===== config.mk =====
export PLATFORM = sky130hd
export DESIGN_NAME = tap_hold_oneshot_key_tracker_unit
export DESIGN_NICKNAME = d
export VERILOG_FILES = /design/src/rtl/core/thok_pkg.sv /design/src/rtl/core/tap_hold_oneshot_key_tracker_unit.sv
export SDC_FILE = /design/constraint.sdc
export NUM_CORES = 1
export LEC_CHECK = 0
export BUFFER_PORTS_ARGS = -buffer_cell sky130_fd_sc_hd__buf_2
export CAP_MARGIN = 20
export CORE_AREA = 3 3 189 191
export DETAILED_ROUTE_END_ITERATION = 16
export DIE_AREA = 0 0 192 194
export GPL_TIMING_DRIVEN = 0
export MAX_ROUTING_LAYER = met4
export PLACE_DENSITY = 0.74
export SLEW_MARGIN = 20
export SYNTH_ARGS = -nofsm -noshare
export SYNTH_HDL_FRONTEND = slang
export SYNTH_SLANG_ARGS = --single-unit
export TNS_END_PERCENT = 10

===== constraint.sdc =====
create_clock -name clk -period 6.53 [get_ports clk]
set_input_delay 0.653 -clock clk [delete_from_list [all_inputs] [get_ports clk]]
set_output_delay 0.653 -clock clk [all_outputs]
set_load 0.01 [all_outputs]

===== src/rtl/core/thok_pkg.sv =====
// Shared types and codes for the one-shot key tracker.
`timescale 1ns / 1ps
`default_nettype none

package thok_pkg;

  // Stream payload widths (tdata padded to whole bytes)
  localparam int unsigned IN_TDATA_W  = 56;
  localparam int unsigned IN_TUSER_W  = 2;
  localparam int unsigned OUT_TDATA_W = 24;
  localparam int unsigned OUT_TUSER_W = 3;

  // Field widths
  localparam int unsigned KEY_W    = 16;
  localparam int unsigned TIME_W   = 32;
  localparam int unsigned CFG_IDX_W = 8;
  localparam int unsigned CFG_DAT_W = 16;

  typedef logic [2:0] mode_t;
  typedef logic [1:0] func_t;
  typedef logic [2:0] kind_t;
  typedef logic [1:0] status_t;

  // Function codes of an input item
  localparam func_t FUNC_CYCLE  = 2'd0;
  localparam func_t FUNC_KEY    = 2'd1;
  localparam func_t FUNC_REPORT = 2'd2;

  // Per-key modes
  localparam mode_t M_IDLE    = 3'd0;
  localparam mode_t M_PRESSED = 3'd1;
  localparam mode_t M_PREQ    = 3'd2;
  localparam mode_t M_REAL    = 3'd3;
  localparam mode_t M_LATCHED = 3'd4;
  localparam mode_t M_RELEASE = 3'd5;

  // Result kinds
  localparam kind_t KIND_REPLY   = 3'd0;
  localparam kind_t KIND_HELD    = 3'd1;
  localparam kind_t KIND_RELEASE = 3'd2;
  localparam kind_t KIND_FLUSH   = 3'd3;
  localparam kind_t KIND_DONE    = 3'd4;

  // Result status
  localparam status_t ST_OK       = 2'd0;
  localparam status_t ST_CONSUMED = 2'd1;
  localparam status_t ST_ERROR    = 2'd2;

  // Configuration register indexes
  localparam logic [CFG_IDX_W-1:0] REG_TAP    = 8'd0;
  localparam logic [CFG_IDX_W-1:0] REG_ACTIVE = 8'd1;
  localparam logic [CFG_IDX_W-1:0] REG_BASE   = 8'd2;
  localparam logic [CFG_IDX_W-1:0] REG_REAL0  = 8'd3;

  // Reset values
  localparam logic [15:0] TAP_RESET    = 16'd200;
  localparam logic [15:0] ACTIVE_RESET = 16'd1000;

endpackage

`default_nettype wire


===== src/rtl/core/tap_hold_oneshot_key_tracker_unit.sv =====
// Top level of the one-shot key tracker: sequencer over a shared timer/compare unit.
`timescale 1ns / 1ps
`default_nettype none

// One-shot key tracker for NUM_SPECIAL special keys with consecutive codes.
// Input stream (in_*): in_tuser carries the function (cycle start, key event,
// report phase); in_tdata carries now_ms, key_code and switch_bits. Results
// leave on out_*: out_tuser is the result kind, out_tlast marks the final
// result of an item. Registers are written through cfg_* (always ready); the user
// must write them only while the block is idle; the block itself does not enforce it.
// One item is worked on at a time; in_tready is high only in the idle state.
// A single entry walker visits one key entry per cycle (a latched key in the
// listening walk takes a flush and a release step), with one shared 32-bit
// subtract/compare for timer expiry. A cycle start walks the entries only while
// a timer is waiting; a key event sends one reply; a report runs the injection and
// listening walks when due, then the closing result, at most one result a cycle.
// The result register lets the next item be accepted while the final result
// still waits. When out_tready is low, the walker holds on any step that
// has a result to send and resumes once the register drains.
// Synchronous active-low reset returns all keys to idle, clears the flags
// and loads the register reset values; no result is pending after reset.
module tap_hold_oneshot_key_tracker_unit #(
  parameter int unsigned NUM_SPECIAL = 4
) (
  input  wire logic                                  clk,
  input  wire logic                                  rst_n,
  // Input stream
  input  wire logic                                  in_tvalid,
  output logic                                       in_tready,
  // tdata: now_ms[31:0], key_code[47:32], switch_bits[49:48], zero pad
  input  wire logic [thok_pkg::IN_TDATA_W-1:0]       in_tdata,
  // tuser: func[1:0]
  input  wire logic [thok_pkg::IN_TUSER_W-1:0]       in_tuser,
  // Result stream
  output logic                                       out_tvalid,
  input  wire logic                                  out_tready,
  // tdata: out_key[15:0], status[17:16], zero pad
  output logic [thok_pkg::OUT_TDATA_W-1:0]           out_tdata,
  // tuser: kind[2:0]
  output logic [thok_pkg::OUT_TUSER_W-1:0]           out_tuser,
  output logic                                       out_tlast,
  // Configuration writes
  input  wire logic                                  cfg_valid,
  output logic                                       cfg_ready,
  input  wire logic [thok_pkg::CFG_IDX_W-1:0]        cfg_index,
  input  wire logic [thok_pkg::CFG_DAT_W-1:0]        cfg_data
);

  localparam int unsigned IDX_W = (NUM_SPECIAL > 1) ? $clog2(NUM_SPECIAL) : 1;
  localparam logic [IDX_W-1:0] LAST_IDX = IDX_W'(NUM_SPECIAL - 1);

  typedef enum logic [2:0] {
    S_IDLE, S_CYC, S_KEY, S_INJ, S_LSN, S_DONE
  } state_t;

  // Registers
  state_t                     state_r, state_nxt;
  logic [IDX_W-1:0]           cnt_r, cnt_nxt;
  logic                       sub_r, sub_nxt;
  thok_pkg::status_t          st_r, st_nxt;
  thok_pkg::mode_t            mode_r [NUM_SPECIAL];
  thok_pkg::mode_t            mode_nxt [NUM_SPECIAL];
  logic [31:0]                press_r [NUM_SPECIAL];
  logic [31:0]                press_nxt [NUM_SPECIAL];
  logic [15:0]                real_r [NUM_SPECIAL];
  logic [15:0]                tap_r, active_r, base_r;
  logic [31:0]                cycle_r, cycle_nxt;
  logic                       listening_r, listening_nxt;
  logic                       waiting_r, waiting_nxt;
  logic                       injecting_r, injecting_nxt;
  logic                       real_down_r, real_down_nxt;
  logic [15:0]                key_r, key_nxt;
  logic [1:0]                 bits_r, bits_nxt;
  logic                       out_valid_r, out_valid_nxt;
  thok_pkg::kind_t            out_kind_r, out_kind_nxt;
  logic [15:0]                out_key_r, out_key_nxt;
  thok_pkg::status_t          out_status_r, out_status_nxt;
  logic                       out_last_r, out_last_nxt;

  // Input field views
  logic                       in_fire;
  thok_pkg::func_t            in_func;
  logic [31:0]                in_now;
  logic [15:0]                in_key;
  logic [1:0]                 in_bits;

  // Shared entry read and timer unit
  logic [15:0]                key_off;
  logic                       is_special;
  logic [IDX_W-1:0]           rd_idx;
  thok_pkg::mode_t            cur_mode;
  logic [31:0]                cur_press;
  logic [15:0]                cur_real;
  logic [31:0]                dt;
  logic [15:0]                limit;
  logic                       in_window;
  logic                       out_free;
  logic                       walk_last;

  // Config decode
  localparam int unsigned CFG_IDX_W_L = thok_pkg::CFG_IDX_W;
  logic [CFG_IDX_W_L-1:0]     rk_sel;

  assign in_tready = (state_r == S_IDLE);
  assign in_fire   = in_tvalid && in_tready;
  assign in_func   = in_tuser[1:0];
  assign in_now    = in_tdata[31:0];
  assign in_key    = in_tdata[47:32];
  assign in_bits   = in_tdata[49:48];

  assign out_tvalid = out_valid_r;
  assign out_tdata  = {6'd0, out_status_r, out_key_r};
  assign out_tuser  = out_kind_r;
  assign out_tlast  = out_last_r;
  assign out_free   = !out_valid_r || out_tready;

  assign cfg_ready  = 1'b1;
  assign rk_sel     = cfg_index - thok_pkg::REG_REAL0;

  // Entry selection: key offset in key-event state, walker count otherwise
  assign key_off    = key_r - base_r;
  assign is_special = (key_off < 16'(NUM_SPECIAL));
  assign rd_idx     = (state_r == S_KEY) ? key_off[IDX_W-1:0] : cnt_r;
  assign cur_mode   = mode_r[rd_idx];
  assign cur_press  = press_r[rd_idx];
  assign cur_real   = real_r[rd_idx];
  assign walk_last  = (cnt_r == LAST_IDX);

  // Shared timer compare: wrapping elapsed time against tap or active limit
  assign dt        = cycle_r - cur_press;
  assign limit     = (cur_mode == thok_pkg::M_LATCHED) ? active_r : tap_r;
  assign in_window = (dt <= {16'd0, limit});

  // Sequencer next state
  always_comb begin
    state_nxt      = state_r;
    cnt_nxt        = cnt_r;
    sub_nxt        = sub_r;
    st_nxt         = st_r;
    mode_nxt       = mode_r;
    press_nxt      = press_r;
    cycle_nxt      = cycle_r;
    listening_nxt  = listening_r;
    waiting_nxt    = waiting_r;
    injecting_nxt  = injecting_r;
    real_down_nxt  = real_down_r;
    key_nxt        = key_r;
    bits_nxt       = bits_r;
    out_valid_nxt  = out_valid_r && !out_tready;
    out_kind_nxt   = out_kind_r;
    out_key_nxt    = out_key_r;
    out_status_nxt = out_status_r;
    out_last_nxt   = out_last_r;

    unique case (state_r)
      S_IDLE: begin
        if (in_fire) begin
          unique case (in_func)
            thok_pkg::FUNC_CYCLE: begin
              real_down_nxt = 1'b0;
              cycle_nxt     = in_now;
              cnt_nxt       = '0;
              if (waiting_r) begin
                waiting_nxt = 1'b0;
                state_nxt   = S_CYC;
              end
            end
            thok_pkg::FUNC_KEY: begin
              key_nxt   = in_key;
              bits_nxt  = in_bits;
              state_nxt = S_KEY;
            end
            thok_pkg::FUNC_REPORT: begin
              st_nxt  = thok_pkg::ST_OK;
              cnt_nxt = '0;
              sub_nxt = 1'b0;
              if (injecting_r) begin
                injecting_nxt = 1'b0;
                state_nxt     = S_INJ;
              end else if (listening_r && real_down_r) begin
                listening_nxt = 1'b0;
                state_nxt     = S_LSN;
              end else begin
                state_nxt = S_DONE;
              end
            end
            default: ;
          endcase
        end
      end

      // Timer expiry walk, one entry per cycle
      S_CYC: begin
        if (cur_mode == thok_pkg::M_PRESSED || cur_mode == thok_pkg::M_PREQ) begin
          if (in_window) waiting_nxt = 1'b1;
          else mode_nxt[rd_idx] = thok_pkg::M_REAL;
        end else if (cur_mode == thok_pkg::M_LATCHED) begin
          if (in_window) waiting_nxt = 1'b1;
          else mode_nxt[rd_idx] = thok_pkg::M_RELEASE;
        end
        cnt_nxt = cnt_r + 1'b1;
        if (walk_last) state_nxt = S_IDLE;
      end

      // Key event: one reply
      S_KEY: begin
        if (out_free) begin
          out_valid_nxt  = 1'b1;
          out_kind_nxt   = thok_pkg::KIND_REPLY;
          out_key_nxt    = key_r;
          out_status_nxt = thok_pkg::ST_OK;
          out_last_nxt   = 1'b1;
          state_nxt      = S_IDLE;
          if (is_special) begin
            out_status_nxt = thok_pkg::ST_ERROR;
            priority case (1'b1)
              (bits_r == 2'b01): begin
                if (cur_mode == thok_pkg::M_IDLE) begin
                  mode_nxt[rd_idx]  = thok_pkg::M_PRESSED;
                  press_nxt[rd_idx] = cycle_r;
                  listening_nxt     = 1'b1;
                  waiting_nxt       = 1'b1;
                  out_key_nxt       = cur_real;
                  out_status_nxt    = thok_pkg::ST_OK;
                end
              end
              (bits_r == 2'b10): begin
                if (cur_mode == thok_pkg::M_PRESSED) begin
                  mode_nxt[rd_idx] = thok_pkg::M_LATCHED;
                  injecting_nxt    = 1'b1;
                  out_status_nxt   = thok_pkg::ST_CONSUMED;
                end else if (cur_mode == thok_pkg::M_PREQ ||
                             cur_mode == thok_pkg::M_REAL) begin
                  mode_nxt[rd_idx] = thok_pkg::M_IDLE;
                  out_key_nxt      = cur_real;
                  out_status_nxt   = thok_pkg::ST_OK;
                end
              end
              (bits_r == 2'b11): begin
                if (cur_mode == thok_pkg::M_PRESSED || cur_mode == thok_pkg::M_PREQ ||
                    cur_mode == thok_pkg::M_REAL) begin
                  out_key_nxt    = cur_real;
                  out_status_nxt = thok_pkg::ST_OK;
                end
              end
              default: ;
            endcase
          end else if (listening_r && bits_r == 2'b01) begin
            real_down_nxt = 1'b1;
          end
        end
      end

      // Injection walk: held keys and due releases
      S_INJ: begin
        logic adv;
        adv = 1'b1;
        if (cur_mode == thok_pkg::M_LATCHED || cur_mode == thok_pkg::M_RELEASE) begin
          adv = out_free;
          if (out_free) begin
            out_valid_nxt  = 1'b1;
            out_key_nxt    = cur_real;
            out_status_nxt = thok_pkg::ST_OK;
            out_last_nxt   = 1'b0;
            if (cur_mode == thok_pkg::M_LATCHED) begin
              out_kind_nxt  = thok_pkg::KIND_HELD;
              injecting_nxt = 1'b1;
            end else begin
              out_kind_nxt     = thok_pkg::KIND_RELEASE;
              mode_nxt[rd_idx] = thok_pkg::M_IDLE;
            end
          end
        end
        if (adv) begin
          cnt_nxt = cnt_r + 1'b1;
          if (walk_last) begin
            cnt_nxt = '0;
            if (listening_r && real_down_r) begin
              listening_nxt = 1'b0;
              state_nxt     = S_LSN;
            end else begin
              state_nxt = S_DONE;
            end
          end
        end
      end

      // Listening walk: another key went down
      S_LSN: begin
        logic adv;
        adv = 1'b1;
        if (cur_mode == thok_pkg::M_PRESSED) begin
          mode_nxt[rd_idx] = thok_pkg::M_PREQ;
        end else if (cur_mode == thok_pkg::M_PREQ) begin
          st_nxt    = thok_pkg::ST_ERROR;
          adv       = 1'b0;
          state_nxt = S_DONE;
        end else if (cur_mode == thok_pkg::M_LATCHED) begin
          adv = 1'b0;
          if (out_free) begin
            out_valid_nxt  = 1'b1;
            out_status_nxt = thok_pkg::ST_OK;
            out_last_nxt   = 1'b0;
            if (!sub_r) begin
              // flush first, release on the next step
              out_kind_nxt = thok_pkg::KIND_FLUSH;
              out_key_nxt  = '0;
              sub_nxt      = 1'b1;
            end else begin
              out_kind_nxt     = thok_pkg::KIND_RELEASE;
              out_key_nxt      = cur_real;
              mode_nxt[rd_idx] = thok_pkg::M_IDLE;
              sub_nxt          = 1'b0;
              adv              = 1'b1;
            end
          end
        end
        if (adv) begin
          cnt_nxt = cnt_r + 1'b1;
          if (walk_last) state_nxt = S_DONE;
        end
      end

      // Closing result of a report phase
      S_DONE: begin
        if (out_free) begin
          out_valid_nxt  = 1'b1;
          out_kind_nxt   = thok_pkg::KIND_DONE;
          out_key_nxt    = '0;
          out_status_nxt = st_r;
          out_last_nxt   = 1'b1;
          state_nxt      = S_IDLE;
        end
      end

      default: state_nxt = S_IDLE;
    endcase
  end

  // State, tracking and result registers
  always_ff @(posedge clk) begin
    if (!rst_n) begin
      state_r     <= S_IDLE;
      cnt_r       <= '0;
      sub_r       <= 1'b0;
      st_r        <= thok_pkg::ST_OK;
      cycle_r     <= '0;
      listening_r <= 1'b0;
      waiting_r   <= 1'b0;
      injecting_r <= 1'b0;
      real_down_r <= 1'b0;
      out_valid_r <= 1'b0;
      tap_r       <= thok_pkg::TAP_RESET;
      active_r    <= thok_pkg::ACTIVE_RESET;
      base_r      <= '0;
      for (int i = 0; i < NUM_SPECIAL; i++) begin
        mode_r[i]  <= thok_pkg::M_IDLE;
        press_r[i] <= '0;
        real_r[i]  <= '0;
      end
    end else begin
      state_r     <= state_nxt;
      cnt_r       <= cnt_nxt;
      sub_r       <= sub_nxt;
      st_r        <= st_nxt;
      cycle_r     <= cycle_nxt;
      listening_r <= listening_nxt;
      waiting_r   <= waiting_nxt;
      injecting_r <= injecting_nxt;
      real_down_r <= real_down_nxt;
      out_valid_r <= out_valid_nxt;
      mode_r      <= mode_nxt;
      press_r     <= press_nxt;
      // configuration writes; unknown indexes are dropped
      if (cfg_valid && cfg_ready) begin
        if (cfg_index == thok_pkg::REG_TAP) tap_r <= cfg_data;
        else if (cfg_index == thok_pkg::REG_ACTIVE) active_r <= cfg_data;
        else if (cfg_index == thok_pkg::REG_BASE) base_r <= cfg_data;
        else if (cfg_index >= thok_pkg::REG_REAL0 && rk_sel < CFG_IDX_W_L'(NUM_SPECIAL))
          real_r[rk_sel[IDX_W-1:0]] <= cfg_data;
      end
    end
    key_r        <= key_nxt;
    bits_r       <= bits_nxt;
    out_kind_r   <= out_kind_nxt;
    out_key_r    <= out_key_nxt;
    out_status_r <= out_status_nxt;
    out_last_r   <= out_last_nxt;
  end

endmodule

`default_nettype wire

==> flow_metrics.tcl, run 1 <==
set metrics [dict create \
    grt_pass1_vias 17200 \
    critPathKind "reg -> reg" \
    drtPass1Iterations 7 \
    slew_viol_final 0 \
    clock_path_buffers 3 \
    syn_inst 2372 \
    setup_viol 0 \
    crit_top_cell "nand2_1" \
    synthArstFlopShare_pct 0 \
    layout-drive-gt1-share_pct 16.0 \
    cts_hold_buf 0 \
    cp-start-kind "flop" \
    setup_tns_ns 0 \
    dieArea_sq_mm 0.0372 \
    die_w_um 192 \
    syn_area_per_cell_sq_um 8.03 \
    grt_pass1_wl_mm 93.0 \
    hold_viol_final 0 \
    io_buffer_count 104 \
    synth_edf_count 104 \
    power_density_mw_per_mm2 241 \
    gr-usage-all-layers_pct 32.4 \
    fillers 3045 \
    worst-path-max-fanout 19 \
    synth_area_sq_mm 0.0191 \
    total_power_mw 5.26 \
    ant_nets 0 \
    synth.yosys.seq_area_share_pct 40.8 \
    path_clk_slew_ns 0.06 \
    r2r_slack_ns 0.16 \
    slew_headroom_pct 31.7 \
    routabilityCongestion 0.952 \
    wl_per_cell_um 19.9 \
    final_cell_mix "nand2_1, a21oi_1, dfxtp_1" \
    coreArea_sq_mm 0.0343 \
    yosysWarningCount 0 \
    antenna_found_initial 5 \
    tightest_slew_ns 1.02 \
    hp-start "in_tdata[44]" \
    cts.sinks 336 \
    drt_iter0_drc 1223 \
    synth_cell_type_count 77 \
    routed_wl_mm 60.0 \
    final_common_cell "nand2_1" \
    ios 118 \
    clock_latency_ns 0.56 \
    status "complete, no violations" \
    drc 0 \
    fin_worst_skew_ns 0.0219 \
    crit_start "state_r[0]$_SDFFE_PN0P_" \
    fin_crit_ns 6.37 \
    fp-row-count 68 \
    r2r_start "state_r[0]$_SDFFE_PN0P_" \
    grt_max_degree 20 \
    cts_root_buf "clkbuf_16" \
    required_ns 6.96 \
    synth_ff_type "dfxtp_1" \
    place_worst_setup_slack_ns -1.96 \
    drv_cap 0 \
    final_nets 2688 \
    start_util_pct 55.6 \
    arrival_ns 6.79 \
    fmax_ghz 0.157 \
    numCtsBuffers 39 \
    ir_drop_mv 0.239 \
    hold_path_class "in -> reg" \
    synth_seq_cells 336 \
    die_h_um 194 \
    slowest_stage "or4_4" \
    p_leak_nw 8.05 \
    slowest_delay_ns 0.54 \
    grt_overflow 0 \
    fin_crit_sh_pct 97.5 \
    cts_tree "done" \
    viasPerCell 5.91 \
    syn2layout_area_growth_pct 14.6 \
    via_count 17800 \
    worst_slack_ns 0.165 \
    end_kind "flop" \
    hpwl_mm 44.6 \
    htree_levels 2 \
]
-- worst paths after layout --
path | endpoint | depth (start not counted)
max | flop | 27
min | key_r[12]$_DFFE_PP_ | 1
min reg2reg | base_r[14]$_SDFFE_PN0P_ | 2
max reg2reg | flop | 27
-- final cells by class --
| type | instances | area [sq um] | share of cell area (%) |
|---|---|---|---|
| Timing Repair Buffer | 118 | 629 | 2.88 |
| Multi-Input combinational cell | 1838 | 10600 | 48.6 |
| Inverter | 46 | 173 | 0.791 |
| Clock inverter | 14 | 110 | 0.504 |
| Clock buffer | 56 | 1120 | 5.15 |
| Buffer | 150 | 846 | 3.87 |
| Antenna cell | 5 | 12.5 | 0.0573 |
| Tap cell | 455 | 569 | 2.61 |
| Sequential cell | 336 | 7770 | 35.6 |
-- cell usage after synthesis, types with 20 or more instances --
cell type    n  area share (%)
inv_1       46            0.91
mux2i_1     51             2.7
nand3_1    125             3.3
o211ai_1    30             1.2
a21oi_2     61             2.8
clkbuf_1   116             2.3
nand2_1    685              13
o21ai_0     66             1.7
nor2_1      70             1.4
nand2_2     60             2.0
dfxtp_1    232              24
nor3_1      20            0.53
ha_1        70             4.6
nand2b_1    20            0.66
a21oi_1    240             6.3
and2_1      75             2.5
edfxtp_1   104              16
-- cell families (layout without fill, tap and decap cells) --
family	count (synthesis)	count (layout)	synth area share, %
other	2	12	0.0394
buffers and inverters	203	384	4.93
multiplexers	60	60	3.22
flip-flops	336	336	40.8
AND/OR/NAND/NOR	1153	1153	27.8
AO/OA/AOI/OAI	518	518	17.2
XOR/XNOR	28	28	1.29
adder cells (fa/ha/maj)	72	72	4.81
-- sequential cells by signal, summed over array words and instances (netlist names), 4 cells and up, named ones only --
register / flops
key_r: 16
mode_r: 4
press_r: 128
active_r: 16
tap_r: 16
base_r: 16
out_key_r: 16
cycle_r: 32
real_r: 64
-- worst max-delay path: cells and delay by family (launching register included) --
kind	cells	cell delay [ns]
adders and majority gates	2	0.63
buffers and inverters	5	1.05
muxes	1	0.15
AOI/OAI and AO/OA	5	0.98
DFF	1	0.32
and+or+nand+nor	13	2.88
xor gates and xnor gates	1	0.17
-- per-layer routing --
layer  wire (um)  share of wire (%)  GRT usage (%)  up-vias
li1            -                  -              -     8503
met1       23700                 40           38.6     8482
met2       29200                 49           53.7      686
met3        4150                6.9           5.13      162
met4        2880                4.8           14.8        0
met5           0                  0              -        -
-- per-stage QoR --
stage | cell area [sq um] | util (%) | std cells | hold WS (ns)
after floorplan | 19100 | - | 2377 | 0.429
after global placement | 20200 | 58.9 | 2936 | 0.438
after detailed placement | 20200 | 58.9 | 2936 | 0.444
after CTS | 21600 | 63.0 | 3007 | 0.268
after global routing | 21800 | 63.7 | 3018 | 0.266
final | 21800 | 63.7 | 3018 | 0.276
-- where the power goes --
part / total (mW) / internal, mW / switching [mW]
clock network: 2.14 / 1.24 / 0.895
registers: 2.22 / 2.19 / 0.0297
logic: 0.903 / 0.320 / 0.583
total: 5.26 / 3.75 / 1.51
-- repair_timing --
item | CTS | global route
endpoints found under the setup margin | 13 | 13
gates resized for setup | 46 | 51
pin swaps | 4 | 16
buffers inserted | 6 | 8
gates cloned | 0 | 0
No activity file was read; power rests on OpenSTA's default activity.
==> run 2, diff against run 1 <==
CTS_CLUSTER_DIAMETER = 80   (was not set)
REMOVE_ABC_BUFFERS = 1   (was not set)
==> run 2 against run 1 <==
Effect of this change:
- total power increased by 0.98%
- non-clock buffer count is 120 lower
- setup slack improved by 0.16 ns
- sequential share of layout area is 0.44 points higher
- count of clock-buffer cells in the layout decreased by 5
- combinational power down 3.4%
- fmax grew 2.6%
- routed wire length is 12% lower
- register-to-register slack improved by 0.16 ns
- core utilization is 0.71 points lower
- clock power up 3%
==> flow_metrics.tcl, run 2 (synthesis results as in run 1) <==
set metrics [dict create \
    status "complete, no violations" \
    setup_viol 0 \
    cts.sinks 336 \
    dieArea_sq_mm 0.0372 \
    fin_cells 2895 \
    fin_worst_skew_ns 0.0117 \
    tightest_slew_ns 1.16 \
    antenna_found_initial 0 \
    start_util_pct 55.6 \
    drt_iter0_drc 1664 \
    clock_path_buffers 3 \
    viasPerCell 5.97 \
    largest_register "press_r" \
    grt_overflow 0 \
    fillers 2944 \
    fin_crit_ns 6.20 \
    slew_viol_final 0 \
    numCtsBuffers 38 \
    grt_pass1_wl_mm 85.1 \
    die_h_um 194 \
    cp-start-kind "flop" \
    crit_top_cell "nor4_4" \
    slowest_delay_ns 0.95 \
    power_density_mw_per_mm2 246 \
    final_nets 2569 \
    gr-usage-all-layers_pct 28.5 \
    syn2layout_area_growth_pct 13.3 \
    routed_wl_mm 52.9 \
    via_count 17300 \
    final_cell_area_sq_mm 0.0216 \
    hp-start "in_tdata[46]" \
    grt_pass1_vias 16200 \
    n_antenna_cell 0 \
    slew_headroom_pct 20.8 \
    drc 0 \
    io_buffer_count 104 \
    fin_hold_ws_ns 0.294 \
    reg_top3 "press_r x128, real_r x64, cycle_r x32" \
    coreArea_sq_mm 0.0343 \
    end_kind "flop" \
    required_ns 6.93 \
    fmax_ghz 0.161 \
    routabilityCongestion 0.887 \
    layout-drive-gt1-share_pct 16.3 \
    largest_register_ffs 128 \
    fp-row-count 68 \
    die_w_um 192 \
    final_common_cell "nand2_1" \
    htree_levels 2 \
    slowest_stage "mux2i_1" \
    cp_cell_sequence "inv_1 -> ha_4 -> inv_1 -> fa_2 -> mux2_8 -> mux2i_1 -> nand3_4 -> mux2_2 -> ha_1 -> nand4_1 -> nor4_4 -> a21oi_1 -> or4_1 -> nor4_4 -> nand4_1 -> nor4_4 -> buf_4 -> nor3_2 -> mux2i_1" \
    crit_family "simple AND/OR/NAND/NOR gates" \
    wl_per_cell_um 18.3 \
    cts_tree "done" \
    ios 118 \
    ant_nets 0 \
    drtPass1Iterations 6 \
    crit_buf_inv 3 \
    setup_tns_ns 0 \
    ir_drop_mv 0.237 \
    rsz0062_at_grt "false" \
    grt_max_degree 108 \
    postPlaceCellArea_sq_mm 0.0199 \
    drv_cap 0 \
    cts_hold_buf 0 \
    arrival_ns 6.60 \
    fin_crit_sh_pct 95.0 \
    crit_start "key_r[0]$_DFFE_PP_" \
    hold_viol_final 0 \
    r2r_start "key_r[0]$_DFFE_PP_" \
    place_worst_setup_slack_ns -1.41 \
    final_cell_mix "nand2_1, a21oi_1, dfxtp_1" \
    worst_slack_ns 0.326 \
    critPathKind "reg -> reg" \
    path_clk_slew_ns 0.06 \
    placed_cells 2806 \
    hpwl_mm 35.6 \
    clock_latency_ns 0.53 \
    worst-path-max-fanout 24 \
    hold_path_class "in -> reg" \
    p_leak_nw 7.96 \
    cts_root_buf "clkbuf_16" \
]
==> run 2: power breakdown <==
part           switching (mW)  total [mW]  internal (mW)  leakage [nW]
sequential             0.0383        2.23           2.19          2.85
combinational           0.544       0.872          0.328          4.45
clock                   0.892        2.21           1.32         0.653
==> run 2: path summary, 6_finish.rpt <==
kind / cells after the start / slack [ns] / end
worst min register to register: 2 / 0.45 / active_r[2]$_SDFFE_PN0P_
worst max register to register: 19 / 0.33 / flop
worst max-delay path: 19 / 0.33 / flop
worst min-delay path: 1 / 0.29 / key_r[14]$_DFFE_PP_
==> run 2: metal layers <==
| metal | part of all wire (%) | track usage [%] |
|---|---|---|
| met1 | 45 | 40.4 |
| met3 | 7.2 | 3.69 |
| met4 | 1.9 | 6.31 |
| met2 | 46 | 43.8 |
| met5 | 0 | - |
==> run 2: area by class of cell <==
| cell class | instances | area (sq um) | area share [%] |
|---|---|---|---|
| repair buffers | 148 | 1120 | 5.19 |
| clock inverters | 19 | 213 | 0.985 |
| multi-input cells | 1840 | 10600 | 49.2 |
| inverters | 46 | 180 | 0.834 |
| well taps | 455 | 569 | 2.64 |
| flip-flops and latches | 336 | 7780 | 36.0 |
| clock buffers | 51 | 1100 | 5.10 |
==> run 2: timing repair <==
item | 4_1_cts | 5_1_grt
setup endpoints to repair | 13 | 13
cloned | 2 | 0
setup buffers | 5 | 12
pin swaps | 3 | 5
resized for setup | 16 | 13
==> run 2: per-stage QoR <==
step | power, mW | util, %
global placement | 3.03 | 56.6
CTS | 5.30 | 62.4
floorplan | 2.81 | -
finish | 5.31 | 63.0
detailed placement | 3.08 | 58.2
global route | 5.52 | 63.0
==> run 3, diff against run 2 <==
BUFFER_PORTS_ARGS = not set   (was -buffer_cell sky130_fd_sc_hd__buf_2)
CORE_AREA = 3 3 186 188   (was 3 3 189 191)
DIE_AREA = 0 0 189 191   (was 0 0 192 194)
DONT_BUFFER_PORTS = 1   (was not set)
PLACE_DENSITY = 0.73   (was 0.74)
SLEW_MARGIN = 40   (was 20)
==> run 3 against run 2 <==
Effect of this change:
- routed wire length increased by 1.5%
- critical path depth increased by 9
- total power decreased by 0.37%
- setup slack improved by 0.018 ns
- sequential cell count unchanged
- final cell count decreased by 3.2%
- first-iteration DRC count decreased by 14%
==> flow_metrics.tcl, run 3 (synthesis results as in run 1) <==
set metrics [dict create \
    status "complete, no violations" \
    drtPass1Iterations 6 \
    grt_pass1_vias 16100 \
    gr-usage-all-layers_pct 29.5 \
    place_worst_setup_slack_ns -1.20 \
    grt_pass1_wl_mm 85.4 \
    path_clk_slew_ns 0.07 \
    slew_headroom_pct 40.8 \
    fp-row-count 67 \
    largest_register "press_r" \
    slowest_stage "fa_2" \
    drt_iter0_drc 1423 \
    wl_per_cell_um 19.1 \
    numCtsBuffers 38 \
    hpwl_mm 36.3 \
    fin_crit_ns 6.19 \
    tightest_slew_ns 0.888 \
    final_common_cell "nand2_1" \
    coreArea_sq_mm 0.0333 \
    final_nets 2483 \
    fmax_ghz 0.162 \
    ios 118 \
    hold_path_class "in -> reg" \
    end_kind "flop" \
    die_w_um 189 \
    worst-path-max-fanout 17 \
    multiInputGateArea_sq_mm 0.0107 \
    slowest_delay_ns 0.64 \
    layout-drive-gt1-share_pct 13.8 \
    start_util_pct 57.3 \
    crit_top_cell "inv_1" \
    hold_viol_final 0 \
    routed_wl_mm 53.7 \
    cp-start-kind "flop" \
    cts_root_buf "clkbuf_16" \
    cts.sinks 336 \
    setup_viol 0 \
    htree_levels 2 \
    dieArea_sq_mm 0.0361 \
    worst_slack_ns 0.344 \
    required_ns 6.94 \
    arrival_ns 6.59 \
    power_density_mw_per_mm2 250 \
    routabilityCongestion 0.915 \
    fin_worst_skew_ns 0.0191 \
    fillers 2861 \
    cts_tree "done" \
    antenna_found_initial 1 \
    grt_max_degree 88 \
    largest_register_ffs 128 \
    clock_latency_ns 0.55 \
    ir_drop_mv 0.171 \
    drv_cap 0 \
    setup_tns_ns 0 \
    final_cell_mix "nand2_1, a21oi_1, dfxtp_1" \
    p_leak_nw 7.60 \
    regArea_sq_mm 0.00778 \
    grt_overflow 0 \
    drc 0 \
    fin_crit_sh_pct 94.7 \
    ant_nets 0 \
    die_h_um 191 \
    viasPerCell 6.02 \
    via_count 16900 \
    slew_viol_final 0 \
    critPathKind "reg -> reg" \
    reg_top3 "press_r x128, real_r x64, cycle_r x32" \
    io_buffer_count 0 \
    clock_path_buffers 3 \
    syn2layout_area_growth_pct 11.1 \
]
-- run 3: changes by cell type in the layout (fill, tap and decap cells not counted), sizes merged --
| cell | previous run | this run |
|---|---|---|
| buf | 148 | 61 |
| clkbuf | 51 | 54 |
| clkinvlp | 2 | 1 |
| diode | 0 | 1 |
| inv | 50 | 49 |
-- run 3: cell type report --
class                           count  share of cell area [%]
Antenna cell                        1                  0.0118
Clock buffer                       53                    5.29
Clock inverter                     17                   0.886
Inverter                           46                   0.851
Multi-Input combinational cell   1840                    50.5
Sequential cell                   336                    36.7
Tap cell                          448                    2.65
Timing Repair Buffer               62                    3.13
-- run 3: final timing paths --
check | startpoint | endpoint | slack [ns] | cells after the start
worst max register to register | key_r[0]$_DFFE_PP_ | mode_r[3]$_SDFFE_PN0P_ | 0.34 | 28
worst max-delay path | key_r[0]$_DFFE_PP_ | mode_r[3]$_SDFFE_PN0P_ | 0.34 | 28
worst min-delay path | in_tdata[35] | key_r[3]$_DFFE_PP_ | 0.20 | 0
worst min register to register | press_r[95]$_SDFFE_PN0P_ | press_r[95]$_SDFFE_PN0P_ | 0.45 | 2
-- run 3: worst max-delay path, delay by kind of cell (launching register included) --
family / cells / cell delay, ns
and+or+nand+nor: 8 / 2.00
adders and majority gates: 5 / 1.70
AOI/OAI and AO/OA: 5 / 0.81
buffers and inverters: 7 / 0.79
DFF: 1 / 0.38
muxes: 2 / 0.24
xor gates and xnor gates: 1 / 0.09
-- run 3: timing repair --
item | CTS | global route
endpoints found under the setup margin | 13 | 13
buffers inserted | 3 | 21
gates cloned | 0 | 2
hold buffers | 0 | 0
pin swaps | 4 | 8
gates resized for setup | 13 | 24
-- run 3: where the power goes --
group,switching [mW],internal [mW]
logic,0.527,0.311
registers,0.0398,2.19
clock network,0.897,1.33
-- run 3: metrics by stage --
stage | hold slack [ns] | cell area, sq um | utilization (%) | instances | power (mW)
after floorplan | 0.429 | 18300 | - | 2220 | 2.81
after global placement | 0.437 | 18900 | 56.7 | 2668 | 3.00
after detailed placement | 0.443 | 19500 | 58.5 | 2707 | 3.04
after CTS | 0.182 | 20900 | 62.7 | 2780 | 5.26
after global routing | 0.184 | 21200 | 63.6 | 2803 | 5.49
final | 0.201 | 21200 | 63.6 | 2803 | 5.29
-- run 3: layer usage --
metal	routed length, um	GRT usage [%]
met5	0	-
met4	1090	6.82
met3	4000	4.55
met2	24700	46.5
met1	23900	40.5
